File: config.mk
export PLATFORM = sky130hd
export DESIGN_NAME = calendar_clock_counter
export DESIGN_NICKNAME = d
export VERILOG_FILES = /design/src/rtl/core/ccc_pkg.sv /design/src/rtl/core/ccc_update.sv /design/src/rtl/core/calendar_clock_counter.sv
export SDC_FILE = /design/constraint.sdc
export NUM_CORES = 1
export LEC_CHECK = 0
export CAP_MARGIN = 10
export CORE_AREA = 2 2 176 178
export DETAILED_ROUTE_END_ITERATION = 10
export DIE_AREA = 0 0 178 180
export DONT_BUFFER_PORTS = 1
export PLACE_DENSITY_LB_ADDON = 0.12
export SYNTH_ARGS = -nofsm -noshare
export SYNTH_HDL_FRONTEND = slang
export SYNTH_SLANG_ARGS = --single-unit
export TNS_END_PERCENT = 5
File: constraint.sdc
create_clock -name clk -period 18.1 [get_ports clk]
set_input_delay 1.81 -clock clk [delete_from_list [all_inputs] [get_ports clk]]
set_output_delay 1.81 -clock clk [all_outputs]
set_load 0.1 [all_outputs]
File: src/rtl/core/ccc_pkg.sv
// Shared types, constants and calendar helper functions for the
// calendar clock counter. No dependencies.
package ccc_pkg;

    // Default last year that the counter can reach
    localparam int unsigned CCC_YEAR_MAX = 9999;

    // Field widths
    localparam int YEAR_W   = 14;
    localparam int MONTH_W  = 4;
    localparam int DAY_W    = 5;
    localparam int HOUR_W   = 5;
    localparam int MINUTE_W = 6;
    localparam int SECOND_W = 6;
    localparam int H12_W    = 4;

    // Last values before a carry
    localparam logic [SECOND_W-1:0] SEC_LAST   = SECOND_W'(59);
    localparam logic [MINUTE_W-1:0] MIN_LAST   = MINUTE_W'(59);
    localparam logic [HOUR_W-1:0]   HOUR_LAST  = HOUR_W'(23);
    localparam logic [HOUR_W-1:0]   HOUR_NOON  = HOUR_W'(12);
    localparam logic [MONTH_W-1:0]  MONTH_LAST = MONTH_W'(12);
    localparam logic [H12_W-1:0]    H12_TOP    = H12_W'(12);

    // Reset date: 2000-01-01 00:00:00
    localparam logic [YEAR_W-1:0]   YEAR_RST  = YEAR_W'(2000);
    localparam logic [MONTH_W-1:0]  MONTH_RST = MONTH_W'(1);
    localparam logic [DAY_W-1:0]    DAY_RST   = DAY_W'(1);

    // Divisibility by 25: q = (y * 5243) >> 17 is exact for y < 2**14
    localparam int DIV25_MUL   = 5243;
    localparam int DIV25_SHIFT = 17;
    localparam int DIV25_PW    = YEAR_W + 13;
    localparam int DIV25_QW    = DIV25_PW - DIV25_SHIFT;

    localparam logic [DAY_W-1:0] FEB_LEAP_LEN = DAY_W'(29);

    // Days per month, index 0 means an invalid month
    localparam logic [DAY_W-1:0] MONTH_LEN [16] = '{
        DAY_W'(0),  DAY_W'(31), DAY_W'(28), DAY_W'(31),
        DAY_W'(30), DAY_W'(31), DAY_W'(30), DAY_W'(31),
        DAY_W'(31), DAY_W'(30), DAY_W'(31), DAY_W'(30),
        DAY_W'(31), DAY_W'(0),  DAY_W'(0),  DAY_W'(0)
    };

    localparam logic [MONTH_W-1:0] MONTH_FEB = MONTH_W'(2);

    typedef enum logic {
        CMD_TICK = 1'b0,
        CMD_LOAD = 1'b1
    } cmd_t;

    typedef enum logic [2:0] {
        ST_OK        = 3'd0,
        ST_YEAR_ZERO = 3'd1,
        ST_BAD_MONTH = 3'd2,
        ST_BAD_DAY   = 3'd3,
        ST_BAD_HOUR  = 3'd4,
        ST_BAD_MIN   = 3'd5,
        ST_BAD_SEC   = 3'd6,
        ST_YEAR_OVF  = 3'd7
    } status_t;

    typedef struct packed {
        logic [YEAR_W-1:0]   year;
        logic [MONTH_W-1:0]  month;
        logic [DAY_W-1:0]    day;
        logic [HOUR_W-1:0]   hour;
        logic [MINUTE_W-1:0] minute;
        logic [SECOND_W-1:0] second;
    } cal_t;

    typedef struct packed {
        cal_t              cal;
        logic [H12_W-1:0]  hour_twelve;
        logic              is_pm;
        status_t           status;
    } result_t;

    // Gregorian leap rule: y%4==0 and (y%25!=0 or y%16==0)
    function automatic logic is_leap(input logic [YEAR_W-1:0] y);
        logic [DIV25_PW-1:0] prod;
        logic [DIV25_QW-1:0] q;
        logic [YEAR_W-1:0]   rem;
        prod = DIV25_PW'(y) * DIV25_PW'(DIV25_MUL);
        q    = prod[DIV25_PW-1:DIV25_SHIFT];
        // q*25 as shift-adds
        rem  = y - YEAR_W'({q, 4'b0} + {q, 3'b0} + q);
        return (y[1:0] == 2'b00) && ((rem != '0) || (y[3:0] == 4'b0000));
    endfunction

    // Month length, 0 for an invalid month
    function automatic logic [DAY_W-1:0] days_in(input logic [MONTH_W-1:0] m,
                                                  input logic leap);
        logic [DAY_W-1:0] len;
        len = MONTH_LEN[m];
        if ((m == MONTH_FEB) && leap)
        begin
            len = FEB_LEAP_LEN;
        end
        return len;
    endfunction

endpackage

File: src/rtl/core/ccc_update.sv
// Next-state logic of the calendar clock: tick carry chain, checked load,
// 12-hour view and status. Combinational. Depends on ccc_pkg.
module ccc_update
    import ccc_pkg::*;
#(
    parameter int unsigned YEAR_MAX = CCC_YEAR_MAX
)
(
    input  cmd_t    cmd,
    input  cal_t    cur,
    input  cal_t    set,
    output result_t res
);

    localparam logic [YEAR_W-1:0] YMAX = YEAR_W'(YEAR_MAX);

    logic             cur_leap;
    logic             set_leap;
    logic [DAY_W-1:0] cur_len;
    logic [DAY_W-1:0] set_len;
    cal_t             nxt;
    status_t          st;
    logic [HOUR_W-1:0] h_mod;

    assign cur_leap = is_leap(cur.year);
    assign set_leap = is_leap(set.year);
    assign cur_len  = days_in(cur.month, cur_leap);
    assign set_len  = days_in(set.month, set_leap);

    // Tick carry chain or checked load
    always_comb
    begin
        nxt = cur;
        st  = ST_OK;
        unique case (cmd)
            CMD_TICK:
            begin
                if (cur.second < SEC_LAST)
                begin
                    nxt.second = cur.second + 1'b1;
                end
                else
                begin
                    nxt.second = '0;
                    if (cur.minute < MIN_LAST)
                    begin
                        nxt.minute = cur.minute + 1'b1;
                    end
                    else
                    begin
                        nxt.minute = '0;
                        if (cur.hour < HOUR_LAST)
                        begin
                            nxt.hour = cur.hour + 1'b1;
                        end
                        else
                        begin
                            nxt.hour = '0;
                            if (cur.day < cur_len)
                            begin
                                nxt.day = cur.day + 1'b1;
                            end
                            else
                            begin
                                nxt.day = DAY_RST;
                                if (cur.month < MONTH_LAST)
                                begin
                                    nxt.month = cur.month + 1'b1;
                                end
                                else
                                begin
                                    nxt.month = MONTH_RST;
                                    // year holds at the limit
                                    if (cur.year >= YMAX)
                                    begin
                                        st = ST_YEAR_OVF;
                                    end
                                    else
                                    begin
                                        nxt.year = cur.year + 1'b1;
                                    end
                                end
                            end
                        end
                    end
                end
            end
            CMD_LOAD:
            begin
                // first failing field wins, nothing written on failure
                priority if (set.year == '0)
                    st = ST_YEAR_ZERO;
                else if (set.year > YMAX)
                    st = ST_YEAR_OVF;
                else if ((set.month == '0) || (set.month > MONTH_LAST))
                    st = ST_BAD_MONTH;
                else if ((set.day == '0) || (set.day > set_len))
                    st = ST_BAD_DAY;
                else if (set.hour > HOUR_LAST)
                    st = ST_BAD_HOUR;
                else if (set.minute > MIN_LAST)
                    st = ST_BAD_MIN;
                else if (set.second > SEC_LAST)
                    st = ST_BAD_SEC;
                else
                    nxt = set;
            end
            default:
            begin
                nxt = cur;
            end
        endcase
    end

    // 12-hour view
    always_comb
    begin
        if (nxt.hour >= HOUR_NOON)
        begin
            h_mod = nxt.hour - HOUR_NOON;
        end
        else
        begin
            h_mod = nxt.hour;
        end
        res.cal         = nxt;
        res.status      = st;
        res.is_pm       = (nxt.hour >= HOUR_NOON);
        res.hour_twelve = (h_mod == '0) ? H12_TOP : H12_W'(h_mod);
    end

endmodule

File: src/rtl/core/calendar_clock_counter.sv
// Calendar clock counter top level: input beat register, calendar state,
// result register. Depends on ccc_pkg and ccc_update.
// An accepted beat passes the input beat register, then the result register.
// Throughput: one beat per cycle unless out_stall holds a result; calendar
// state and result register load together, so the next beat sees it at once.
// Reset (rst_n low, async): date 2000-01-01 00:00:00, both stages empty.
module calendar_clock_counter
    import ccc_pkg::*;
#(
    parameter int unsigned YEAR_MAX = CCC_YEAR_MAX
)
(
    input  logic                clk,
    input  logic                rst_n,

    input  logic                in_valid,
    output logic                in_stall,
    input  logic                cmd,
    input  logic [YEAR_W-1:0]   set_year,
    input  logic [MONTH_W-1:0]  set_month,
    input  logic [DAY_W-1:0]    set_day,
    input  logic [HOUR_W-1:0]   set_hour,
    input  logic [MINUTE_W-1:0] set_minute,
    input  logic [SECOND_W-1:0] set_second,

    output logic                out_valid,
    input  logic                out_stall,
    output logic [YEAR_W-1:0]   year_out,
    output logic [MONTH_W-1:0]  month_out,
    output logic [DAY_W-1:0]    day_out,
    output logic [HOUR_W-1:0]   hour_out,
    output logic [MINUTE_W-1:0] minute_out,
    output logic [SECOND_W-1:0] second_out,
    output logic [H12_W-1:0]    hour_twelve,
    output logic                is_pm,
    output logic [2:0]          status
);

    logic    in_valid_reg;
    logic    in_valid_next;
    cmd_t    in_cmd_reg;
    cal_t    in_set_reg;

    cal_t    cal_reg;

    logic    out_valid_reg;
    logic    out_valid_next;
    result_t out_res_reg;

    logic    accept_in;
    logic    out_free;
    logic    advance;
    result_t upd_res;

    // Handshake
    assign out_free  = !out_valid_reg || !out_stall;
    assign advance   = in_valid_reg && out_free;
    assign in_stall  = in_valid_reg && !out_free;
    assign accept_in = in_valid && !in_stall;

    // Input beat register
    always_comb
    begin
        in_valid_next = in_valid_reg;
        if (accept_in)
        begin
            in_valid_next = 1'b1;
        end
        else if (advance)
        begin
            in_valid_next = 1'b0;
        end
    end

    always_ff @(posedge clk or negedge rst_n)
    begin
        if (!rst_n)
        begin
            in_valid_reg <= 1'b0;
        end
        else
        begin
            in_valid_reg <= in_valid_next;
        end
    end

    always_ff @(posedge clk)
    begin
        if (accept_in)
        begin
            in_cmd_reg <= cmd_t'(cmd);
            in_set_reg <= '{year: set_year, month: set_month, day: set_day,
                            hour: set_hour, minute: set_minute,
                            second: set_second};
        end
    end

    // Next state and result
    ccc_update #(
        .YEAR_MAX (YEAR_MAX)
    ) u_update (
        .cmd (in_cmd_reg),
        .cur (cal_reg),
        .set (in_set_reg),
        .res (upd_res)
    );

    // Calendar state
    always_ff @(posedge clk or negedge rst_n)
    begin
        if (!rst_n)
        begin
            cal_reg <= '{year: YEAR_RST, month: MONTH_RST, day: DAY_RST,
                         hour: '0, minute: '0, second: '0};
        end
        else if (advance)
        begin
            cal_reg <= upd_res.cal;
        end
    end

    // Result register
    assign out_valid_next = out_free ? advance : out_valid_reg;

    always_ff @(posedge clk or negedge rst_n)
    begin
        if (!rst_n)
        begin
            out_valid_reg <= 1'b0;
        end
        else
        begin
            out_valid_reg <= out_valid_next;
        end
    end

    always_ff @(posedge clk)
    begin
        if (advance)
        begin
            out_res_reg <= upd_res;
        end
    end

    assign out_valid   = out_valid_reg;
    assign year_out    = out_res_reg.cal.year;
    assign month_out   = out_res_reg.cal.month;
    assign day_out     = out_res_reg.cal.day;
    assign hour_out    = out_res_reg.cal.hour;
    assign minute_out  = out_res_reg.cal.minute;
    assign second_out  = out_res_reg.cal.second;
    assign hour_twelve = out_res_reg.hour_twelve;
    assign is_pm       = out_res_reg.is_pm;
    assign status      = out_res_reg.status;

    // Checks
    // a rejected load leaves the calendar untouched
    a_reject_holds: assert property (@(posedge clk) disable iff (!rst_n)
        (advance && (in_cmd_reg == CMD_LOAD) && (upd_res.status != ST_OK))
        |=> $stable(cal_reg))
        else $error("rejected load changed the calendar");

    // every tick moves the seconds counter
    a_tick_moves: assert property (@(posedge clk) disable iff (!rst_n)
        (advance && (in_cmd_reg == CMD_TICK))
        |=> (cal_reg.second != $past(cal_reg.second)))
        else $error("tick did not advance seconds");

    // a stalled input means a beat is waiting and the result side is blocked
    a_stall_cause: assert property (@(posedge clk) disable iff (!rst_n)
        in_stall |-> (in_valid_reg && out_valid_reg && out_stall))
        else $error("input stalled without cause");

    // the result register receives exactly what the calendar took
    a_out_matches_state: assert property (@(posedge clk) disable iff (!rst_n)
        advance |=> (out_res_reg.cal == cal_reg))
        else $error("result and calendar state disagree");

endmodule

# Yosys cells after proc, flatten, opt, wreduce, memory -nomap -nowiden
# Memory sizes are Yosys's and may differ from the RTL's.
# Index checks and enable logic that the tools add are counted.
[classes]
shifts = 0
muxes = 42
n_lt_le_gt_ge = 15
multipliers = 2
bitwise_logic = 3
n_addsub = 13
n_reduce_logical = 27
eq_ne = 2
div_mod_pow = 0
[ops]
columns = ["operator", "count"]
rows = [
  ["40-bit 2-to-1 mux", 7],
  ["40-bit one-hot mux with 2 select lines", 1],
  ["14-bit by 13-bit multiplier with 27-bit output (second input constant)", 2],
  ["5-bit 2-to-1 mux", 9],
  ["3-bit 2-to-1 mux", 13],
  ["34-bit 2-to-1 mux", 1],
  ["14-bit by 10-bit adder with 14-bit output", 2],
  ["14-bit by 13-bit adder with 14-bit output", 2],
  ["14-bit 2-to-1 mux", 2],
  ["28-bit 2-to-1 mux", 1],
  ["14-bit nonzero test", 2],
  ["14-bit subtractor", 2],
  ["23-bit 2-to-1 mux", 1],
  ["18-bit 2-to-1 mux", 1],
  ["14-bit by 1-bit adder with 14-bit output (second input constant)", 1],
  ["14-bit greater-or-equal comparator (second input constant)", 1],
  ["14-bit > comparator (second input constant)", 1],
  ["14-bit logical NOT", 1],
  ["6-bit by 1-bit adder with 6-bit output (second input constant)", 2],
  ["6-bit > comparator (second input constant)", 2],
  ["4-bit logical NOT", 3],
  ["6-bit less-than comparator (second input constant)", 2],
  ["6-bit 2-to-1 mux", 2],
  ["5-bit by 1-bit adder with 5-bit output (second input constant)", 2],
  ["22 further kinds", 41],
]
[totals]
mem_count = 2
ramBits = 0
reg_bits = 131
mem_bits_ro = 160
latch_bits = 0
[memory_table]
columns = ["name", "depth", "width", "read_ports", "rd_ports_with_merged_regs", "wr", "line", "source"]
rows = [
  ["(no name shown)", 16, 5, 1, 0, 0, "ccc_pkg.sv:96", "len = MONTH_LEN[m];"],
  ["(no name shown)", 16, 5, 1, 0, 0, "ccc_pkg.sv:96", ""],
]

# Logic depth before layout (Yosys ltp)
[logic_depth]
word_depth = 19
ltp_mapped = 49

# Cells and area by module
# A second synthesis with hierarchy kept.
[unflattened]
cells_unflattened = 1507
area_unflattened_um2 = 15720.1
[by_module_without_submodules]
columns = ["module", "seq_area_each_um2", "area_each_um2", "n_inst", "cells_per_inst"]
rows = [
  ["ccc_update", 0.0, 11443.5, 1, 1326],
  ["calendar_clock_counter", 3733.6, 4276.6, 1, 181],
]

# Worst setup path before layout
# OpenSTA, ideal clock, no wires.
[synth_path]
kind = "register to register"
startpoint = "register cal_reg[36] (netlist name)"
endpoint = "register out_res_reg (netlist bit year_out[13]), data pin"
setup_slack_ns = 7.251
arrival_ns = 10.691
synth_period_minus_slack_ns = 10.849
path_stages_with_launch = 43
setup_time_ns = 0.158
path_buffers = 1
cell_sequence = "dfstp_2 -> fa_1 -> ha_1 -> fa_1 -> fa_1 -> fa_1 -> ha_1 -> a211oi_2 -> nand2_1 -> or3_4 -> o211ai_1 -> a21oi_1 -> o21ai_0 -> a21oi_1 -> o21a_1 -> o21ai_0 -> nor2b_1 -> xor2_1 -> [... 7 more ...] -> a21o_1 -> a2111o_1 -> a2111oi_4 -> o221ai_2 -> o21bai_1 -> and2_1 -> ha_1 -> a21o_1 -> a21o_1 -> a21oi_1 -> nand2_1 -> nand2_1 -> nor4_1 -> clkbuf_1 -> nand3_1 -> nor4b_1 -> a31oi_1 -> o211ai_1"
[synth_rtl]
columns = ["item", "line", "source"]
rows = [
  ["from (decl)", "calendar_clock_counter.sv:44", "cal_t cal_reg;"],
  ["from (signal assigned)", "calendar_clock_counter.sv:113", "cal_reg <= '{year: YEAR_RST, month: MONTH_RST, day: DAY_RST,"],
  ["from (signal assigned)", "calendar_clock_counter.sv:118", "cal_reg <= upd_res.cal;"],
  ["to (signal assigned)", "calendar_clock_counter.sv:141", "out_res_reg <= upd_res;"],
  ["to (decl)", "calendar_clock_counter.sv:48", "result_t out_res_reg;"],
]

# Worst setup path after layout
[layout_path]
startpoint = "register in_set_reg[36] (netlist name)"
endpoint = "register out_res_reg (netlist bit hour_twelve[3]), data pin"
[layout_via]
elab_chain_len = 19
[layout_rtl]
columns = ["item", "line", "source"]
rows = [
  ["from (decl)", "calendar_clock_counter.sv:42", "cal_t in_set_reg;"],
  ["from (signal assigned)", "calendar_clock_counter.sv:92", "in_set_reg <= '{year: set_year, month: set_month, day: set_day,"],
  ["14-bit by 13-bit multiplier with 27-bit output", "ccc_pkg.sv:85", "prod = DIV25_PW'(y) * DIV25_PW'(DIV25_MUL);"],
  ["14-bit by 13-bit adder with 14-bit output", "ccc_pkg.sv:88", "rem = y - YEAR_W'({q, 4'b0} + {q, 3'b0} + q);"],
  ["14-bit by 10-bit adder with 14-bit output", "ccc_pkg.sv:88", ""],
  ["14-bit subtractor", "ccc_pkg.sv:88", ""],
  ["14-bit nonzero test", "ccc_pkg.sv:89", "return (y[1:0] == 2'b00) && ((rem != '0) || (y[3:0] == 4'b0000));"],
  ["1-bit logical OR", "ccc_pkg.sv:89", ""],
  ["1-bit logical AND", "ccc_pkg.sv:89", ""],
  ["1-bit logical AND", "ccc_pkg.sv:97", "if ((m == MONTH_FEB) && leap)"],
  ["[... 4 more ...]", "-", ""],
  ["40-bit 2-to-1 mux", "ccc_update.sv:95", "else if ((set.month == '0) || (set.month > MONTH_LAST))"],
  ["40-bit 2-to-1 mux", "ccc_update.sv:93", "else if (set.year > YMAX)"],
  ["40-bit 2-to-1 mux *", "ccc_update.sv:91", "priority if (set.year == '0)"],
  ["40-bit one-hot mux with 2 select lines *", "ccc_update.sv:35", "unique case (cmd)"],
  ["5-bit by 4-bit subtractor with 5-bit output or 5-bit by 4-bit greater-or-equal comparator with 1-bit output (tied branches)", "ccc_update.sv:120, ccc_update.sv:118", ""],
  ["5-bit 2-to-1 mux *", "ccc_update.sv:118", "if (nxt.hour >= HOUR_NOON)"],
  ["net u_update.h_mod[0]", "ccc_update.sv:23", "logic [HOUR_W-1:0] h_mod;"],
  ["5-bit logical NOT *", "ccc_update.sv:129", "res.hour_twelve = (h_mod == '0) ? H12_TOP : H12_W'(h_mod);"],
]
# Mark *: on every way through the listed nets, which the timed path passes. The rest lies on a longest branch.
# A chain may end at the register's enable or synchronous reset.

==> results.py <==
metrics = {
    "floorplan": {
        "die-area_um2": 32040,
        "core_region_area_um2": 30190,
        "initial_core_util_pct": 54.07,
        "boundaryPins": 95,
        "die_h_um": 180,
        "fp-row-count": 64,
        "chipWidth_um": 178,
    },
    "place": {
        "hpwlAfterDp_um": 32220,
        "portBuffers": 0,
        "post-place-ws_ns": 5.705,
        "gp_congestion": 0.8582,
    },
    "min_path": {
        "holdCritPathClass": "register to register",
        "whs_path_depth": 1,
        "min-delay-start": "in_valid_reg$_DFFE_PN0P_",
        "holdPathEnd": "out_valid$_DFFE_PN0P_",
    },
    "synthesis": {
        "synth_area_um2": 16320,
        "syn-mean-instance-area_um2": 9.733,
        "synth_xor_area_share_pct": 2.415,
        "synth.distinct_cells": 81,
        "synthFlopType": "edfxtp_1",
        "synth_top_family_by_area": "adder cells",
        "synth-compound-area-share_pct": 14.62,
        "synth_mux_area_share_pct": 1.165,
        "synth_seq_cells": 131,
        "synth_nets": 2151,
        "synthSimpleGateAreaFrac_pct": 11.51,
        "synthAdderAreaFrac_pct": 39.88,
        "seq_area_frac_synth_pct": 22.87,
        "synthTopCellsByArea": "ha_1 21%, fa_1 19%, edfxtp_1 16%, inv_1 6.4%, dfrtp_1 5.2%",
        "synth_area_leader_cell": "ha_1",
        "synth_cells": 1677,
        "async_flop_share_pct": 32.06,
        "synth_warnings": 0,
        "synth_edf_count": 89,
        "synth_top_cell_area_share_pct": 21.23,
    },
    "timing": {
        "tns_ns": 0,
        "setup_ws_ns": 5.583,
        "timing.fmax_mhz": 79.89,
        "worst_pin_slew_ns": 1.072,
        "rsz0062_at_grt": "no",
        "finalSetupViolations": 0,
        "fin_crit_sh_pct": 69.15,
        "maxSlewHeadroom_pct": 28.51,
        "clock-skew-final_ns": 0.01242,
        "whs_ns": 0.4932,
        "hold_violations": 0,
        "period_minus_slack_ns": 12.52,
        "slew_violations": 0,
    },
    "grt": {
        "grt_usage_pct": 26.88,
        "grt_overflow_total": 0,
        "grt_pass1_wl_um": 66790,
        "grt_pass1_vias": 12520,
        "grt_max_degree": 84,
        "antenna_found_initial": 1,
    },
    "clocking": {
        "cts-hold-fix-buffers": 0,
        "clk_path_buf_depth": 2,
        "clockRootBuffer": "clkbuf_16",
        "clock-sinks": 131,
        "cts_max_level": 4,
        "clk_pin_slew_ns": 0.06,
        "cts_resized": 0,
        "numCtsBuffers": 17,
        "tritoncts": "yes",
        "clk_latency_ns": 0.44,
        "cts_setup_buffers": 0,
    },
    "route": {
        "totalWireLength_um": 41280,
        "vias": 12440,
        "routedWlPerCell_um": 19.96,
        "dr.pass1.iters": 5,
        "final_antenna_net_count": 0,
        "dr.first_iter.drc_count": 907,
        "drcViolationCount": 0,
        "via_per_inst": 6.015,
    },
    "finish": {
        "nets": 2133,
        "regArea_um2": 3734,
        "fill_cells": 2653,
        "multi_input_area_um2": 11370,
        "drive_gt1_share_pct": 5.383,
        "final_common_cell": "ha_1",
        "syn_to_final_growth_pct": 6.072,
        "n_antenna_cell": 0,
        "layout_common_cells": "277 x ha_1, 276 x inv_1, 152 x fa_1",
    },
    "worst_setup_path": {
        "rr_endpoint": "hour_twelve[3]$_SDFFCE_PN1P_",
        "reg2reg_slack_ns": 5.58,
        "cpMaxStageDelayCell": "edfxtp_1",
        "crit_path_max_incr_delay_ns": 0.83,
        "cp_num_buf_inv": 3,
        "cp_data_arrival_time_ns": 12.70,
        "worst-path-max-fanout": 32,
        "r2r_cells": 40,
        "path_class": "register to register",
        "cp_data_required_time_ns": 18.28,
        "cp_top_family": "compound AO/OA/AOI/OAI gates",
        "cp-start-kind": "register",
        "reg2reg_from": "in_set_reg[36]$_DFFE_PP_",
        "critPathCaptureType": "register",
    },
    "job": {
        "cap_viol_max_count": 0,
    },
    "status": {
        "status": "complete, no violations",
    },
}
-- worst max path at each step --
stage                             startpoint                            to  slack (ns)  cells past startpoint
floorplan            cal_reg[36]$_DFFE_PN1P_        year_out[13]$_DFFE_PP_        7.25                     42
global route        in_set_reg[36]$_DFFE_PP_  hour_twelve[2]$_SDFFCE_PN1P_        4.70                     41
global placement    in_set_reg[36]$_DFFE_PP_  hour_twelve[3]$_SDFFCE_PN1P_        5.67                     40
finish              in_set_reg[36]$_DFFE_PP_  hour_twelve[3]$_SDFFCE_PN1P_        5.58                     40
CTS                 in_set_reg[36]$_DFFE_PP_  hour_twelve[3]$_SDFFCE_PN1P_        5.67                     40
detailed placement  in_set_reg[36]$_DFFE_PP_  hour_twelve[3]$_SDFFCE_PN1P_        5.70                     40
-- stage by stage --
step	area, um^2	std cells	utilization [%]
3_5_place_dp	16720	2036	55.38
3_3_place_gp	16720	2036	55.38
2_1_floorplan	16320	1677	-
4_1_cts	17310	2068	57.35
6_report	17310	2068	57.35
5_1_grt	17310	2068	57.35
-- logic make-up after synthesis --
logic type,Yosys count
xor+xnor,45
mux,18
simple gates,386
flops,131
compound gates,344
fa+ha+maj,429
buf+inv,324
-- metal layers --
metal / vias to the layer above / global-route usage, % / share of wire (%)
li1: 5839 / - / -
met1: 6086 / 36.65 / 44
met2: 439 / 43.52 / 47
met3: 72 / 4.484 / 5.7
met4: 2 / 8.852 / 2.9
met5: - / 0 / 0.031
-- synth_stat cells (14+ instances only) --
cell	n
nor3_1	23
and3_1	14
a21o_1	14
inv_1	277
o21ai_0	64
nand4_1	14
nor4_1	15
a211oi_1	20
ha_1	277
nor2_1	78
a22oi_1	15
fa_1	152
a31oi_1	20
clkbuf_1	35
edfxtp_1	89
dfrtp_1	34
nand2_1	126
a21oi_1	69
nand3_1	47
xnor2_1	35
o211ai_1	16
o22ai_1	23
-- layout make-up --
type / count / share of cell area (%)
Clock buffer: 17 / 2.457
Tap cell: 396 / 2.862
Multi-Input combinational cell: 1222 / 65.70
Inverter: 277 / 6.013
Sequential cell: 131 / 21.57
Timing Repair Buffer: 10 / 0.4336
Clock inverter: 15 / 0.9684
Power is not shown: default switching activity piles up to over one toggle a cycle in this logic, so the estimate is an artifact.
